`src/hdl/analog_stick_conditioner_core_macros.svh`:
```
// Assertion macros shared by the stick conditioner RTL.
`ifndef ANALOG_STICK_CONDITIONER_CORE_MACROS_SVH
`define ANALOG_STICK_CONDITIONER_CORE_MACROS_SVH

// Same-cycle implication, disabled while in reset.
`define ASC_ASSERT_IMPL(name, clk_s, rstn_s, ante, cons, msg) \
  name: assert property (@(posedge clk_s) disable iff (!rstn_s) (ante) |-> (cons)) \
    else $error(msg);

// Next-cycle implication, disabled while in reset.
`define ASC_ASSERT_NEXT(name, clk_s, rstn_s, ante, cons, msg) \
  name: assert property (@(posedge clk_s) disable iff (!rstn_s) (ante) |=> (cons)) \
    else $error(msg);

`endif

```
`src/hdl/asc_pkg.sv`:
```
// Types, constants and the throttle curve table of the stick conditioner.
package asc_pkg;

  localparam int SAMPLE_BITS = 12;
  localparam int DZ_W        = 11;
  localparam int PCT_W       = 8;
  localparam int PMAG_W      = 7;
  localparam int FRAC_BITS   = 8;
  localparam int R2_W        = 2 * SAMPLE_BITS + 1;
  localparam int ROOT_W      = R2_W + 2 * FRAC_BITS;
  localparam int MAG_W       = (ROOT_W + 1) / 2;

  localparam int DIV_NUM_W   = SAMPLE_BITS + 2 * FRAC_BITS;
  localparam int DIV_DEN_W   = MAG_W;
  localparam int DIV_QUO_W   = SAMPLE_BITS;

  localparam int CURVE_LEN   = 257;
  localparam int Q_W         = 9;

  localparam int CFG_IDX_W   = 3;
  localparam int CFG_DATA_W  = 12;

  localparam logic [CFG_IDX_W-1:0] CFG_CENTER_X   = 3'd0;
  localparam logic [CFG_IDX_W-1:0] CFG_CENTER_Y   = 3'd1;
  localparam logic [CFG_IDX_W-1:0] CFG_DEAD_ZONE  = 3'd2;
  localparam logic [CFG_IDX_W-1:0] CFG_FULL_RANGE = 3'd3;
  localparam logic [CFG_IDX_W-1:0] CFG_EDGE_ZONE  = 3'd4;

  localparam logic [SAMPLE_BITS-1:0] CENTER_RST     = 12'd2048;
  localparam logic [DZ_W-1:0]        DEAD_ZONE_RST  = 11'd100;
  localparam logic [SAMPLE_BITS-1:0] FULL_RANGE_RST = 12'd2048;
  localparam logic [SAMPLE_BITS-1:0] EDGE_ZONE_RST  = 12'd100;

  localparam logic [PMAG_W-1:0] PCT_SCALE = 7'd100;
  localparam logic [Q_W-1:0]    Q_MAX     = Q_W'(CURVE_LEN - 1);
  localparam logic [ROOT_W-1:0] ROOT_TOP  = {1'b1, {(ROOT_W-1){1'b0}}};

  typedef enum logic [3:0] {
    ST_IDLE,
    ST_UPD,
    ST_MEAN,
    ST_DEAD,
    ST_SQ_X,
    ST_SQ_Y,
    ST_ROOT_INIT,
    ST_ROOT,
    ST_BAND,
    ST_DIV_GO,
    ST_DIV_WAIT,
    ST_Q_GO,
    ST_Q_WAIT,
    ST_OUT
  } state_t;

  typedef struct packed {
    logic                 start;
    logic [DIV_NUM_W-1:0] num;
    logic [DIV_DEN_W-1:0] den;
  } div_req_t;

  typedef struct packed {
    logic                 busy;
    logic [DIV_QUO_W-1:0] quo;
  } div_rsp_t;

  typedef logic [PMAG_W-1:0] curve_t [CURVE_LEN];

  // e^(1/128) in Q30, six-term Taylor series with truncated terms
  localparam logic [63:0] Q30_ONE  = 64'd1073741824;
  localparam logic [63:0] Q30_RATE = 64'd1082163285;

  function automatic logic [63:0] curve_e(input int n);
    logic [63:0] e;
    e = Q30_ONE;
    for (int k = 1; k <= n; k++) begin
      e = (e * Q30_RATE + (Q30_ONE >> 1)) >> 30;
    end
    return e;
  endfunction

  localparam logic [63:0] CURVE_SPAN = curve_e(CURVE_LEN - 1) - Q30_ONE;

  function automatic curve_t build_curve();
    logic [63:0] e;
    curve_t      tab;
    e = Q30_ONE;
    for (int k = 0; k < CURVE_LEN; k++) begin
      if (k != 0) begin
        e = (e * Q30_RATE + (Q30_ONE >> 1)) >> 30;
      end
      tab[k] = PMAG_W'((64'd100 * (e - Q30_ONE)) / CURVE_SPAN);
    end
    return tab;
  endfunction

  localparam curve_t CURVE_TAB = build_curve();

endpackage

```
`src/hdl/analog_stick_conditioner_core.sv`:
```
// Top level of the analog stick conditioner: window memory, sequencer and datapath.
//
// Usage: one instance per stick. The input channel (in_valid/in_stall) carries one
// X/Y sample pair per transaction; the result channel (out_valid/out_stall) returns
// one transaction per pair: window means, X/Y percent (Y up positive) and throttle.
// Configuration writes (cfg_valid/cfg_ready, cfg_index, cfg_data) are taken at any
// cycle and must only be issued while no transaction is in flight. Writing a center
// register refills that axis' window with the new center.
// Sequence: window update, mean and dead band, then a 21-step square root and two
// 12-step divider passes; a new pair is accepted only once the previous result has
// been loaded into the output register. When both smoothed offsets fall inside the
// center band the square root and divider passes are skipped.
// The window lives in a one-port synchronous memory read in the cycle before its
// write-back; per-entry valid flops stand in for the center value after reset or a
// center write, so no clearing pass is needed.
// Reset (rst_n low, synchronous) restores the register defaults and a window full of
// the center value.
// A stalled result holds in the output register; the next item is still accepted
// and processed, and waits in the final state until the output register frees.
`include "analog_stick_conditioner_core_macros.svh"

module analog_stick_conditioner_core #(
  parameter int WINDOW_LEN = 8
) (
  input  logic                                clk,
  input  logic                                rst_n,
  input  logic                                in_valid,
  output logic                                in_stall,
  input  logic [asc_pkg::SAMPLE_BITS-1:0]     in_sample_x,
  input  logic [asc_pkg::SAMPLE_BITS-1:0]     in_sample_y,
  output logic                                out_valid,
  input  logic                                out_stall,
  output logic [asc_pkg::SAMPLE_BITS-1:0]     out_smooth_x,
  output logic [asc_pkg::SAMPLE_BITS-1:0]     out_smooth_y,
  output logic signed [asc_pkg::PCT_W-1:0]    out_x_percent,
  output logic signed [asc_pkg::PCT_W-1:0]    out_y_percent,
  output logic signed [asc_pkg::PCT_W-1:0]    out_throttle,
  input  logic                                cfg_valid,
  output logic                                cfg_ready,
  input  logic [asc_pkg::CFG_IDX_W-1:0]       cfg_index,
  input  logic [asc_pkg::CFG_DATA_W-1:0]      cfg_data
);
  import asc_pkg::*;

  localparam int SLOT_W  = $clog2(WINDOW_LEN);
  localparam int SUM_W   = SAMPLE_BITS + $clog2(WINDOW_LEN);
  localparam int PROD_W  = SAMPLE_BITS + PMAG_W;
  localparam int MEAN_SH = SUM_W + SLOT_W;
  localparam int RCP_W   = SUM_W + 1;
  localparam int MPROD_W = SUM_W + RCP_W;
  localparam logic [SLOT_W-1:0]    SLOT_LAST = SLOT_W'(WINDOW_LEN - 1);
  localparam logic [SUM_W-1:0]     WIN_MUL   = SUM_W'(WINDOW_LEN);
  // rounded-up reciprocal of the window length, exact floor for every sum
  localparam logic [RCP_W-1:0]     MEAN_RCP  =
    RCP_W'(((longint'(1) << MEAN_SH) + longint'(WINDOW_LEN) - 1) / longint'(WINDOW_LEN));

  state_t state_r, state_nxt;

  logic [SAMPLE_BITS-1:0] center_x_r, center_y_r, full_range_r, edge_zone_r;
  logic [DZ_W-1:0]        dead_zone_r;

  logic [2*SAMPLE_BITS-1:0] win_mem [WINDOW_LEN];
  logic [2*SAMPLE_BITS-1:0] rd_data_r;
  logic [SLOT_W-1:0]        slot_r;
  logic [WINDOW_LEN-1:0]    vld_x_r, vld_y_r;
  logic [SUM_W-1:0]         sum_x_r, sum_y_r;

  logic [SAMPLE_BITS-1:0] samp_x_r, samp_y_r, mean_x_r, mean_y_r;
  logic [SAMPLE_BITS-1:0] ax_r, ay_r;
  logic                   neg_x_r, neg_y_r, edge_r;
  logic [R2_W-1:0]        r2_r;
  logic [ROOT_W-1:0]      root_v_r, root_res_r, root_bit_r;
  logic [DIV_DEN_W-1:0]   den_band_r;
  logic [PMAG_W-1:0]      pxm_r, pym_r;
  logic [Q_W-1:0]         q_r;

  logic                   out_valid_r;
  logic [SAMPLE_BITS-1:0] out_smooth_x_r, out_smooth_y_r;
  logic signed [PCT_W-1:0] out_x_percent_r, out_y_percent_r, out_throttle_r;

  logic       in_acc, cfg_we, out_free, div_idle;
  div_req_t   req_x, req_y;
  div_rsp_t   rsp_x, rsp_y;

  logic [SAMPLE_BITS-1:0]         old_x, old_y;
  logic [MPROD_W-1:0]             mprod_x, mprod_y;
  logic signed [SAMPLE_BITS:0]    dbx, dby, eff;
  logic [SAMPLE_BITS-1:0]         abs_x, abs_y, sq_in;
  logic [2*SAMPLE_BITS-1:0]       sq;
  logic [ROOT_W-1:0]              root_t;
  logic                           root_fit, band_edge;
  logic [MAG_W-1:0]               mag, eff_sh;
  logic [PROD_W-1:0]              ax100, ay100;
  logic [DIV_NUM_W-1:0]           num_x, num_y, num_q;
  logic signed [PCT_W-1:0]        px_pos, py_pos, thr_pos;

  function automatic logic signed [SAMPLE_BITS:0] dead_band(
    input logic [SAMPLE_BITS-1:0] m,
    input logic [SAMPLE_BITS-1:0] c,
    input logic [DZ_W-1:0]        z
  );
    logic signed [SAMPLE_BITS+1:0] d, zs;
    d  = $signed({2'b00, m}) - $signed({2'b00, c});
    zs = $signed((SAMPLE_BITS+2)'(z));
    if (d > zs) begin
      return (SAMPLE_BITS+1)'(d - zs);
    end else if (d < -zs) begin
      return (SAMPLE_BITS+1)'(d + zs);
    end
    return '0;
  endfunction

  assign in_acc    = in_valid && !in_stall;
  assign in_stall  = (state_r != ST_IDLE);
  assign cfg_ready = 1'b1;
  assign cfg_we    = cfg_valid && cfg_ready;
  assign out_free  = !out_valid_r || !out_stall;
  assign div_idle  = !rsp_x.busy && !rsp_y.busy;

  // datapath helpers
  always_comb begin
    old_x    = vld_x_r[slot_r] ? rd_data_r[SAMPLE_BITS-1:0] : center_x_r;
    old_y    = vld_y_r[slot_r] ? rd_data_r[2*SAMPLE_BITS-1:SAMPLE_BITS] : center_y_r;
    mprod_x  = MPROD_W'(sum_x_r) * MPROD_W'(MEAN_RCP);
    mprod_y  = MPROD_W'(sum_y_r) * MPROD_W'(MEAN_RCP);
    dbx      = dead_band(mean_x_r, center_x_r, dead_zone_r);
    dby      = dead_band(mean_y_r, center_y_r, dead_zone_r);
    abs_x    = SAMPLE_BITS'(dbx[SAMPLE_BITS] ? -dbx : dbx);
    abs_y    = SAMPLE_BITS'(dby[SAMPLE_BITS] ? -dby : dby);
    sq_in    = (state_r == ST_SQ_X) ? ax_r : ay_r;
    sq       = (2*SAMPLE_BITS)'(sq_in) * (2*SAMPLE_BITS)'(sq_in);
    root_t   = root_res_r + root_bit_r;
    root_fit = root_v_r >= root_t;
    mag      = root_res_r[MAG_W-1:0];
    eff      = $signed({1'b0, full_range_r}) - $signed({1'b0, edge_zone_r});
    eff_sh   = MAG_W'(eff[SAMPLE_BITS-1:0]) << FRAC_BITS;
    band_edge = eff[SAMPLE_BITS] || (eff == '0) || (mag > eff_sh);
    ax100    = PROD_W'(ax_r) * PROD_W'(PCT_SCALE);
    ay100    = PROD_W'(ay_r) * PROD_W'(PCT_SCALE);
    num_x    = edge_r ? (DIV_NUM_W'(ax100) << FRAC_BITS) : DIV_NUM_W'(ax100);
    num_y    = edge_r ? (DIV_NUM_W'(ay100) << FRAC_BITS) : DIV_NUM_W'(ay100);
    num_q    = edge_r ? (DIV_NUM_W'(ay_r) << (2*FRAC_BITS))
                      : (DIV_NUM_W'(ay_r) << FRAC_BITS);
    px_pos   = PCT_W'(pxm_r);
    py_pos   = PCT_W'(pym_r);
    thr_pos  = PCT_W'(CURVE_TAB[q_r]);
  end

  // sequencer
  always_ff @(posedge clk) begin
    if (!rst_n) begin
      state_r <= ST_IDLE;
    end else begin
      state_r <= state_nxt;
    end
  end

  always_comb begin
    state_nxt = state_r;
    req_x     = '0;
    req_y     = '0;
    case (state_r)
      ST_IDLE: begin
        if (in_acc) state_nxt = ST_UPD;
      end
      ST_UPD:     state_nxt = ST_MEAN;
      ST_MEAN:    state_nxt = ST_DEAD;
      ST_DEAD: begin
        if (dbx == '0 && dby == '0) begin
          state_nxt = ST_OUT;
        end else begin
          state_nxt = ST_SQ_X;
        end
      end
      ST_SQ_X:      state_nxt = ST_SQ_Y;
      ST_SQ_Y:      state_nxt = ST_ROOT_INIT;
      ST_ROOT_INIT: state_nxt = ST_ROOT;
      ST_ROOT: begin
        if (root_bit_r[0]) state_nxt = ST_BAND;
      end
      ST_BAND:      state_nxt = ST_DIV_GO;
      ST_DIV_GO: begin
        req_x.start = 1'b1;
        req_x.num   = num_x;
        req_x.den   = den_band_r;
        req_y.start = 1'b1;
        req_y.num   = num_y;
        req_y.den   = den_band_r;
        state_nxt   = ST_DIV_WAIT;
      end
      ST_DIV_WAIT: begin
        if (div_idle) state_nxt = ST_Q_GO;
      end
      ST_Q_GO: begin
        req_x.start = 1'b1;
        req_x.num   = num_q;
        req_x.den   = den_band_r;
        state_nxt   = ST_Q_WAIT;
      end
      ST_Q_WAIT: begin
        if (div_idle) state_nxt = ST_OUT;
      end
      ST_OUT: begin
        if (out_free) state_nxt = ST_IDLE;
      end
      default: state_nxt = ST_IDLE;
    endcase
  end

  // configuration registers
  always_ff @(posedge clk) begin
    if (!rst_n) begin
      center_x_r   <= CENTER_RST;
      center_y_r   <= CENTER_RST;
      dead_zone_r  <= DEAD_ZONE_RST;
      full_range_r <= FULL_RANGE_RST;
      edge_zone_r  <= EDGE_ZONE_RST;
    end else if (cfg_we) begin
      case (cfg_index)
        CFG_CENTER_X:   center_x_r   <= cfg_data[SAMPLE_BITS-1:0];
        CFG_CENTER_Y:   center_y_r   <= cfg_data[SAMPLE_BITS-1:0];
        CFG_DEAD_ZONE:  dead_zone_r  <= cfg_data[DZ_W-1:0];
        CFG_FULL_RANGE: full_range_r <= cfg_data[SAMPLE_BITS-1:0];
        CFG_EDGE_ZONE:  edge_zone_r  <= cfg_data[SAMPLE_BITS-1:0];
        default: ;
      endcase
    end
  end

  // window state: sums, slot and per-entry valid bits
  always_ff @(posedge clk) begin
    if (!rst_n) begin
      sum_x_r <= SUM_W'(CENTER_RST) * WIN_MUL;
      sum_y_r <= SUM_W'(CENTER_RST) * WIN_MUL;
      vld_x_r <= '0;
      vld_y_r <= '0;
      slot_r  <= '0;
    end else begin
      if (cfg_we && cfg_index == CFG_CENTER_X) begin
        sum_x_r <= SUM_W'(cfg_data[SAMPLE_BITS-1:0]) * WIN_MUL;
        vld_x_r <= '0;
      end
      if (cfg_we && cfg_index == CFG_CENTER_Y) begin
        sum_y_r <= SUM_W'(cfg_data[SAMPLE_BITS-1:0]) * WIN_MUL;
        vld_y_r <= '0;
      end
      if (state_r == ST_UPD) begin
        sum_x_r         <= sum_x_r - SUM_W'(old_x) + SUM_W'(samp_x_r);
        sum_y_r         <= sum_y_r - SUM_W'(old_y) + SUM_W'(samp_y_r);
        vld_x_r[slot_r] <= 1'b1;
        vld_y_r[slot_r] <= 1'b1;
        slot_r          <= (slot_r == SLOT_LAST) ? '0 : slot_r + 1'b1;
      end
    end
  end

  // window memory, read in the cycle before the write-back
  always_ff @(posedge clk) begin
    if (state_r == ST_UPD) begin
      win_mem[slot_r] <= {samp_y_r, samp_x_r};
    end
    rd_data_r <= win_mem[slot_r];
  end

  // datapath registers
  always_ff @(posedge clk) begin
    case (state_r)
      ST_IDLE: begin
        if (in_acc) begin
          samp_x_r <= in_sample_x;
          samp_y_r <= in_sample_y;
        end
      end
      ST_MEAN: begin
        mean_x_r <= SAMPLE_BITS'(mprod_x >> MEAN_SH);
        mean_y_r <= SAMPLE_BITS'(mprod_y >> MEAN_SH);
      end
      ST_DEAD: begin
        ax_r    <= abs_x;
        ay_r    <= abs_y;
        neg_x_r <= dbx[SAMPLE_BITS];
        neg_y_r <= dby[SAMPLE_BITS];
        pxm_r   <= '0;
        pym_r   <= '0;
        q_r     <= '0;
      end
      ST_SQ_X: r2_r <= R2_W'(sq);
      ST_SQ_Y: r2_r <= r2_r + R2_W'(sq);
      ST_ROOT_INIT: begin
        root_v_r   <= ROOT_W'(r2_r) << (2*FRAC_BITS);
        root_res_r <= '0;
        root_bit_r <= ROOT_TOP;
      end
      ST_ROOT: begin
        if (root_fit) begin
          root_v_r   <= root_v_r - root_t;
          root_res_r <= (root_res_r >> 1) + root_bit_r;
        end else begin
          root_res_r <= root_res_r >> 1;
        end
        root_bit_r <= root_bit_r >> 2;
      end
      ST_BAND: begin
        edge_r     <= band_edge;
        den_band_r <= band_edge ? DIV_DEN_W'(mag) : DIV_DEN_W'(eff[SAMPLE_BITS-1:0]);
      end
      ST_DIV_WAIT: begin
        if (div_idle) begin
          pxm_r <= rsp_x.quo[PMAG_W-1:0];
          pym_r <= rsp_y.quo[PMAG_W-1:0];
        end
      end
      ST_Q_WAIT: begin
        if (div_idle) begin
          q_r <= (rsp_x.quo > DIV_QUO_W'(Q_MAX)) ? Q_MAX : rsp_x.quo[Q_W-1:0];
        end
      end
      default: ;
    endcase
  end

  // output register
  always_ff @(posedge clk) begin
    if (!rst_n) begin
      out_valid_r <= 1'b0;
    end else if (state_r == ST_OUT && out_free) begin
      out_valid_r <= 1'b1;
    end else if (!out_stall) begin
      out_valid_r <= 1'b0;
    end
  end

  always_ff @(posedge clk) begin
    if (state_r == ST_OUT && out_free) begin
      out_smooth_x_r  <= mean_x_r;
      out_smooth_y_r  <= mean_y_r;
      out_x_percent_r <= neg_x_r ? -px_pos : px_pos;
      out_y_percent_r <= neg_y_r ? py_pos : -py_pos;
      out_throttle_r  <= neg_y_r ? thr_pos : -thr_pos;
    end
  end

  assign out_valid     = out_valid_r;
  assign out_smooth_x  = out_smooth_x_r;
  assign out_smooth_y  = out_smooth_y_r;
  assign out_x_percent = out_x_percent_r;
  assign out_y_percent = out_y_percent_r;
  assign out_throttle  = out_throttle_r;

  asc_div u_div_x (
    .clk   (clk),
    .rst_n (rst_n),
    .req   (req_x),
    .rsp   (rsp_x)
  );

  asc_div u_div_y (
    .clk   (clk),
    .rst_n (rst_n),
    .req   (req_y),
    .rsp   (rsp_y)
  );

  `ASC_ASSERT_NEXT(a_accept_starts_update, clk, rst_n, in_valid && !in_stall, state_r == ST_UPD, "accepted transaction did not start the window update")
  `ASC_ASSERT_IMPL(a_div_idle_at_start, clk, rst_n, req_x.start || req_y.start, !rsp_x.busy && !rsp_y.busy, "divider lane started while busy")
  `ASC_ASSERT_IMPL(a_out_load_from_done, clk, rst_n, $rose(out_valid_r), $past(state_r) == ST_OUT, "result register loaded outside the final state")
  `ASC_ASSERT_IMPL(a_slot_in_window, clk, rst_n, 1'b1, slot_r <= SLOT_LAST, "window slot beyond window length")

endmodule

```
`src/hdl/asc_div.sv`:
```
// Restoring divider, one quotient bit per cycle, quotient known to fit DIV_QUO_W bits.
module asc_div (
  input  logic              clk,
  input  logic              rst_n,
  input  asc_pkg::div_req_t req,
  output asc_pkg::div_rsp_t rsp
);
  import asc_pkg::*;

  localparam int SH_W  = DIV_DEN_W + DIV_QUO_W - 1;
  localparam int CNT_W = $clog2(DIV_QUO_W + 1);

  logic [DIV_NUM_W-1:0] rem_r, rem_nxt;
  logic [SH_W-1:0]      dsh_r, dsh_nxt;
  logic [DIV_QUO_W-1:0] quo_r, quo_nxt;
  logic [CNT_W-1:0]     cnt_r, cnt_nxt;
  logic                 fit;

  always_comb begin
    fit     = SH_W'(rem_r) >= dsh_r;
    rem_nxt = rem_r;
    dsh_nxt = dsh_r;
    quo_nxt = quo_r;
    cnt_nxt = cnt_r;
    if (req.start) begin
      rem_nxt = req.num;
      dsh_nxt = {req.den, (DIV_QUO_W-1)'(0)};
      quo_nxt = '0;
      cnt_nxt = CNT_W'(DIV_QUO_W);
    end else if (cnt_r != '0) begin
      if (fit) begin
        rem_nxt = rem_r - dsh_r[DIV_NUM_W-1:0];
      end
      quo_nxt = {quo_r[DIV_QUO_W-2:0], fit};
      dsh_nxt = dsh_r >> 1;
      cnt_nxt = cnt_r - 1'b1;
    end
  end

  always_ff @(posedge clk) begin
    if (!rst_n) begin
      cnt_r <= '0;
    end else begin
      cnt_r <= cnt_nxt;
    end
  end

  always_ff @(posedge clk) begin
    rem_r <= rem_nxt;
    dsh_r <= dsh_nxt;
    quo_r <= quo_nxt;
  end

  assign rsp.busy = (cnt_r != '0);
  assign rsp.quo  = quo_r;

endmodule
```
`config.mk`:
```
export PLATFORM = sky130hd
export DESIGN_NAME = analog_stick_conditioner_core
export DESIGN_NICKNAME = d
export VERILOG_FILES = /design/src/hdl/asc_pkg.sv /design/src/hdl/analog_stick_conditioner_core.sv /design/src/hdl/asc_div.sv
export VERILOG_INCLUDE_DIRS = /design/src /design/src/hdl
export SDC_FILE = /design/constraint.sdc
export NUM_CORES = 2
export LEC_CHECK = 0
export ABC_AREA = 1
export BUFFER_PORTS_ARGS = -buffer_cell sky130_fd_sc_hd__buf_2
export CORE_MARGIN = 2
export CORE_UTILIZATION = 46
export CTS_CLUSTER_DIAMETER = 100
export DETAILED_ROUTE_END_ITERATION = 8
export HOLD_SLACK_MARGIN = 0.03
export PLACE_DENSITY_LB_ADDON = 0.15
export REMOVE_ABC_BUFFERS = 1
export SLEW_MARGIN = 5
export SYNTH_ARGS = -nofsm -noshare
export SYNTH_HDL_FRONTEND = slang
export SYNTH_SLANG_ARGS = --single-unit
```
`constraint.sdc`:
```
create_clock -name clk -period 10.1 [get_ports clk]
set_input_delay 0 -clock clk [delete_from_list [all_inputs] [get_ports clk]]
set_output_delay 0 -clock clk [all_outputs]
set_load 0.05 [all_outputs]
```
# After elaboration in Yosys (flattened, before gate mapping)
# Memories as Yosys holds them, arrays and structs flattened. A register that Yosys moved wholly into a read port is not among the register bits.
# Cells that the tools add are included.
[totals] register_bits=575 in_bits=44 memories=2 rom_bits=3584 output_inout_bits=51 mem_bits_rw=192 elab_cells=250
[classes] addsub=26 n_mux=81 bitwise=4 magnitude_cmp=12 reduce_logical=47 eq_ne=25 n_mul=3
[mem_list] name="(no name shown)" words=512 width=7 read_ports=1 rd_ports_with_merged_regs=0 wr=0 line_no="analog_stick_conditioner_core.sv:146" text="thr_pos = PCT_W'(CURVE_TAB[q_r]);"
[mem_list] name="win_mem" words=8 width=24 read_ports=1 rd_ports_with_merged_regs=1 wr=1 line_no="analog_stick_conditioner_core.sv:62" text="logic [2*SAMPLE_BITS-1:0] win_mem [WINDOW_LEN];"
[ops] op="41-bit case mux with 2 select lines" count=3
[ops] op="28-bit 2-to-1 mux" count=7
[ops] op="32-bit 2-to-1 mux" count=4
[ops] op="50-bit case mux with 2 select lines" count=1
[ops] op="41-bit 2-to-1 mux" count=2
[ops] op="13-bit 2-to-1 mux" count=6
[ops] op="12-bit 2-to-1 mux" count=6
[ops] op="28-bit by 32-bit greater-or-equal comparator with 1-bit output" count=2
[ops] op="15-bit 2-to-1 mux" count=4
[ops] op="4-bit case mux with 14 select lines" count=1
[ops] op="28-bit subtractor" count=2
[ops] op="27-bit 2-to-1 mux" count=2
[ops] op="50-bit 2-to-1 mux" count=1
[ops] op="25-bit case mux with 2 select lines" count=1
[ops] op="7-bit 2-to-1 mux" count=7
[ops] op="8-bit 2-to-1 mux" count=6
[ops] op="40-bit by 41-bit adder with 41-bit output" count=1
[ops] op="41-bit adder" count=1
[ops] op="41-bit greater-or-equal comparator" count=1
[ops] op="41-bit subtractor" count=1
[ops] op="4-bit 2-to-1 mux" count=10
[ops] op="13-bit logical NOT" count=3
[ops] op="12-bit by 12-bit subtractor with 13-bit output" count=3
[ops] op="12-bit by 5-bit multiplier with 17-bit output, second input constant" count=2
[ops] op="47 further kinds" count=121

# Logic depth before layout (Yosys ltp)
[depth] word_depth=9 mapped_depth=40

# Hierarchy
# Synthesis repeated with hierarchy kept, for this count alone.
[hier_totals] cells_unflattened=6971 hier_area_um2=56115.1
[by_module_without_submodules] mod="analog_stick_conditioner_core" area_each_um2=45474.9 instances=1 cells_each=5380
[by_module_without_submodules] mod="asc_div (u_div_x)" area_each_um2=5320.1 instances=1 cells_each=795
[by_module_without_submodules] mod="asc_div (u_div_y)" area_each_um2=5320.1 instances=1 cells_each=796

# Least setup slack after synthesis
# No wires, ideal clock.
[synth_path] path_kind="register to register" from="register state_r[1]" to="register r2_r[23], data pin" arrival_time_ns=7.299 path_slack_ns=2.548 setup_time_ns=0.253 path_stages_with_launch=39 required_time_ns=9.847 cell_sequence="dfxtp_1 -> clkbuf_1 -> nor2_1 -> nand2_1 -> clkbuf_1 -> o21ai_0 -> inv_1 -> clkbuf_1 -> nor2_1 -> fa_1 -> inv_1 -> fa_1 -> inv_1 -> fa_1 -> fa_1 -> inv_1 -> fa_1 -> inv_1 -> [... 3 more ...] -> nand2_1 -> o211ai_1 -> a21oi_1 -> o21ai_0 -> a21oi_1 -> o21ai_0 -> xnor2_1 -> inv_1 -> ha_1 -> nand2_1 -> nor4_1 -> nand3_1 -> nand3_1 -> nand3_1 -> nand2_1 -> xor2_1 -> nand2_1 -> nand2_1"
[synth_via] elab_chain_cells=5 word_cells_on_any_way=6 cone_classes="1 x add/sub; 1 x mul; 2 x eq/ne; 2 x mux"
[synth_rtl] element="start, declared" line_no="analog_stick_conditioner_core.sv:57" text="state_t state_r, state_nxt;"
[synth_rtl] element="start signal, assigned" line_no="analog_stick_conditioner_core.sv:154" text="state_r <= state_nxt;"
[synth_rtl] element="4-bit by 3-bit equality test with 1-bit output" line_no="analog_stick_conditioner_core.sv:130, analog_stick_conditioner_core.sv:267"
[synth_rtl] element="12-bit 2-to-1 mux" line_no="analog_stick_conditioner_core.sv:130" text="sq_in = (state_r == ST_SQ_X) ? ax_r : ay_r;"
[synth_rtl] element="12-bit by 12-bit multiplier with 24-bit output" line_no="analog_stick_conditioner_core.sv:131" text="sq = (2*SAMPLE_BITS)'(sq_in) * (2*SAMPLE_BITS)'(sq_in);"
[synth_rtl] element="25-bit by 24-bit adder with 25-bit output" line_no="analog_stick_conditioner_core.sv:288" text="ST_SQ_Y: r2_r <= r2_r + R2_W'(sq);"
[synth_rtl] element="25-bit case mux with 2 select lines *" line_no="analog_stick_conditioner_core.sv:267" text="case (state_r)"
[synth_rtl] element="end signal, assigned" line_no="analog_stick_conditioner_core.sv:287" text="ST_SQ_X: r2_r <= R2_W'(sq);"
[synth_rtl] element="end signal, assigned" line_no="analog_stick_conditioner_core.sv:288"
[synth_rtl] element="end, declared" line_no="analog_stick_conditioner_core.sv:71" text="logic [R2_W-1:0] r2_r;"
# Mark *: on every way between the ends. The rest lies on a longest branch, timed or not.
# A chain may end at the register's enable or synchronous reset.

# Worst setup path in the final report
[layout_path] from="register state_r[0]" to="register r2_r[23], data pin"
# Same word-level chain as after synthesis.

==> results_dict.tcl <==
set metrics [dict create \
    start_util_pct 46.22 \
    slowest_delay_ps 670 \
    ant_nets 0 \
    grt_max_degree 72 \
    dpl_cell_area_sq_um 55760 \
    fp.dieH_um 345.2 \
    startpoint_type "flip-flop" \
    die_w_um 345.2 \
    grt_pass1_vias 42710 \
    drive_above_1_share_pct 6.415 \
    synth_area_leaders "edfxtp_1 (33%), ha_1 (11%), nand2_1 (7.6%), inv_1 (7.3%), dfxtp_1 (7.0%)" \
    coreArea_sq_um 115900 \
    status "finished clean" \
    final_cell_area_sq_um 59670 \
    fmax_mhz 115.2 \
    antenna_found_initial 2 \
    critPathMaxFanout 25 \
    top_usage_layer "met2" \
    use_met3_pct 2.978 \
    post-route-period-util_pct 85.96 \
    hold_violations 0 \
    syn-instance-count 6291 \
    synth-compound-area-share_pct 15.27 \
    min_path_type "input pin to flip-flop" \
    synth_most_common_cell "nand2_1" \
    worst_pin_slew_ps 1054 \
    setup_tns_ps 0 \
    synthDominantCellAreaShare_pct 32.79 \
    cts-htree-levels 3 \
    synth-seq-area-share_pct 39.75 \
    power_density_nw_per_um2 374.5 \
    path_class "flip-flop to flip-flop" \
    route.detailed.vias_per_inst 5.483 \
    relSlewSlack_pct 29.36 \
    floorplan.rows 125 \
    synthTopCellsByCount "nand2_1 (1,081), inv_1 (1,039), edfxtp_1 (585)" \
    synth_top_area_cell "edfxtp_1" \
    period_minus_slack_ps 8682 \
    ys_ff_latch 771 \
    synth-edff-count 585 \
    synthXorXnorAreaFrac_pct 4.366 \
    synthFlopType "edfxtp_1" \
    clkLatencyLatePin_ps 710 \
    finalClockSkew_ps 65.79 \
    antenna_cells 0 \
    dpl.hpwl_um 117600 \
    cts_buffer_depth 3 \
    clk_pin_slew_ps 60 \
    max_cap_violations 0 \
    r2r_slack_ps 1420 \
    cp.arrival_ps 9100 \
    syn-cell-area_sq_um 53570 \
    io_pins 95 \
    yosys.area_share.simple_pct 15.84 \
    cts_tree "done" \
    drt-total-wl_um 155400 \
    gp_congestion 0.9543 \
    dieArea_sq_um 119200 \
    drt_iter0_markers 3959 \
    use_met1_pct 35.82 \
    synth.avg_cell_area_sq_um 8.515 \
    slowest_stage "o21ai_1" \
    gr-total-overflow 0 \
    synth_top_family_by_area "adder cells" \
    report.final.slew_viol_count 0 \
    wl_per_cell_um 19.32 \
    yosys_warnings 0 \
    synth_cell_types 75 \
    track_usage_pct 25.71 \
    numClockSinks 771 \
    synthAdderAreaFrac_pct 16.05 \
    end_kind "flip-flop" \
    cts_buffers 89 \
    cts_root_buf "clkbuf_16" \
    rsz0062_at_grt "false" \
    synthArstFlopShare_pct 0 \
    power.leakage_nw 26.49 \
    grt_pass1_wl_um 242300 \
    route.detailed.drc 0 \
    grt_use_met2_pct 42.65 \
    setup_viol 0 \
    drtPass1Iterations 5 \
    synthMuxAreaShare_pct 0.02102 \
    ir_drop_uv 1250 \
    vias 44090 \
    finalNetCount 7094 \
    area_growth_pct 11.39 \
    port_buffers 93 \
    path_common_cell "nand2_1" \
    cp.required_ps 10520 \
]
-- area by class of cell --
| cell class | instances | area (sq um) |
|---|---|---|
| Fill cell | 10930 | 56220 |
| Inverter | 1067 | 4008 |
| Clock buffer | 113 | 2384 |
| Timing Repair Buffer | 216 | 1579 |
| Clock inverter | 53 | 755.7 |
| Sequential cell | 771 | 21290 |
| Tap cell | 1524 | 1907 |
| Multi-Input combinational cell | 4296 | 27750 |
-- metrics by stage --
step | hold slack (ps) | worst slack, ps | total power, mW | utilization (%) | instances
6_report | 256.2 | 1418 | 22.35 | 51.49 | 8040
5_1_grt | 255.1 | 599.1 | 24.66 | 51.49 | 8040
4_1_cts | 200.4 | 1471 | 22.36 | 51.48 | 8040
3_5_place_dp | 178.1 | 1487 | 18.81 | 48.12 | 7798
3_3_place_gp | 176.4 | 1604 | 18.71 | 48.12 | 7798
2_1_floorplan | 98.64 | 2344 | 15.43 | - | 6134
-- placed cells by master, fill, tap and decap left out, types with 20 or more instances in the layout --
cell and count:
o21ai_1 47, dlygate4sd3_1 76, nor2_2 22, or2_2 30
nor4_1 20, inv_1 1038, a221oi_1 36, clkinv_1 25
a31oi_1 54, clkbuf_16 90, a21oi_1 531, a22oi_1 38
nand2_1 1081, edfxtp_1 585, o21bai_1 23, nand3_1 165
nor3_1 76, fa_1 130, nand4_1 71, dfxtp_1 186
ha_1 479, o21ai_0 403, xnor2_1 86, nor2_1 478
o31ai_1 28, o221ai_1 21, o211ai_1 37, buf_4 47
a211oi_1 28, xor2_1 181, buf_2 93, o22ai_1 23
a22o_1 24
-- report_power, final --
part           switching (mW)  leakage (nW)  internal [mW]
combinational            8.97          18.1           5.33
sequential              0.286          6.85           4.32
clock                    1.43          1.51           2.01
-- cells by family (layout without fill, tap and decap cells) --
logic type / count (synthesis) / in the layout
flip-flops: 771 / 771
AND/OR/NAND/NOR: 2015 / 2015
other: 1 / 1
multiplexers: 1 / 1
XOR/XNOR: 267 / 267
AO/OA/AOI/OAI: 1403 / 1403
buffers and inverters: 1224 / 1449
adder cells (fa/ha/maj): 609 / 609
-- critical path, delay by kind of cell (launching register included) --
| family | cells | cell delay (ps) |
|---|---|---|
| flip-flops | 1 | 320 |
| adder cells (fa/ha/maj) | 7 | 3050 |
| XOR/XNOR | 2 | 210 |
| AND/OR/NAND/NOR | 14 | 2320 |
| AO/OA/AOI/OAI | 6 | 1740 |
| buffers and inverters | 6 | 820 |
-- layer usage --
layer | wire length (um) | vias to the layer above | share of wire [%]
li1 | - | 21580 | -
met1 | 70560 | 21000 | 45
met2 | 71810 | 1292 | 46
met3 | 9301 | 217 | 6.0
met4 | 3698 | 0 | 2.4
met5 | 0 | - | 0
-- sequential cells by signal, indices dropped and copies added, names as in the netlist, 21 cells and up --
| register | flops |
|---|---|
| win_mem | 192 |
| root_res_r | 41 |
| root_v_r | 41 |
| u_div_x.dsh_r | 32 |
| u_div_y.dsh_r | 32 |
| u_div_x.rem_r | 28 |
| u_div_y.rem_r | 28 |
| r2_r | 25 |
| rd_data_r | 24 |
| den_band_r | 21 |
| root_bit_r | 21 |
-- path summary, 6_finish.rpt --
kind / depth (start not counted) / to / from
min: 4 / center_x_r[0] / cfg_data[0]
max reg2reg: 35 / r2_r[23] / state_r[0]
max: 35 / r2_r[23] / state_r[0]
min reg2reg: 0 / mean_x_r[8] / sum_x_r[11]
-- timing repair --
| item | 4_1_cts | 5_1_grt |
|---|---|---|
| hold buffers | 76 | 0 |
| gates resized for setup | 0 | 0 |
| hold endpoints to repair | 121 | 0 |
| buffers inserted | 0 | 0 |
Power figures use the tool's default switching activity.
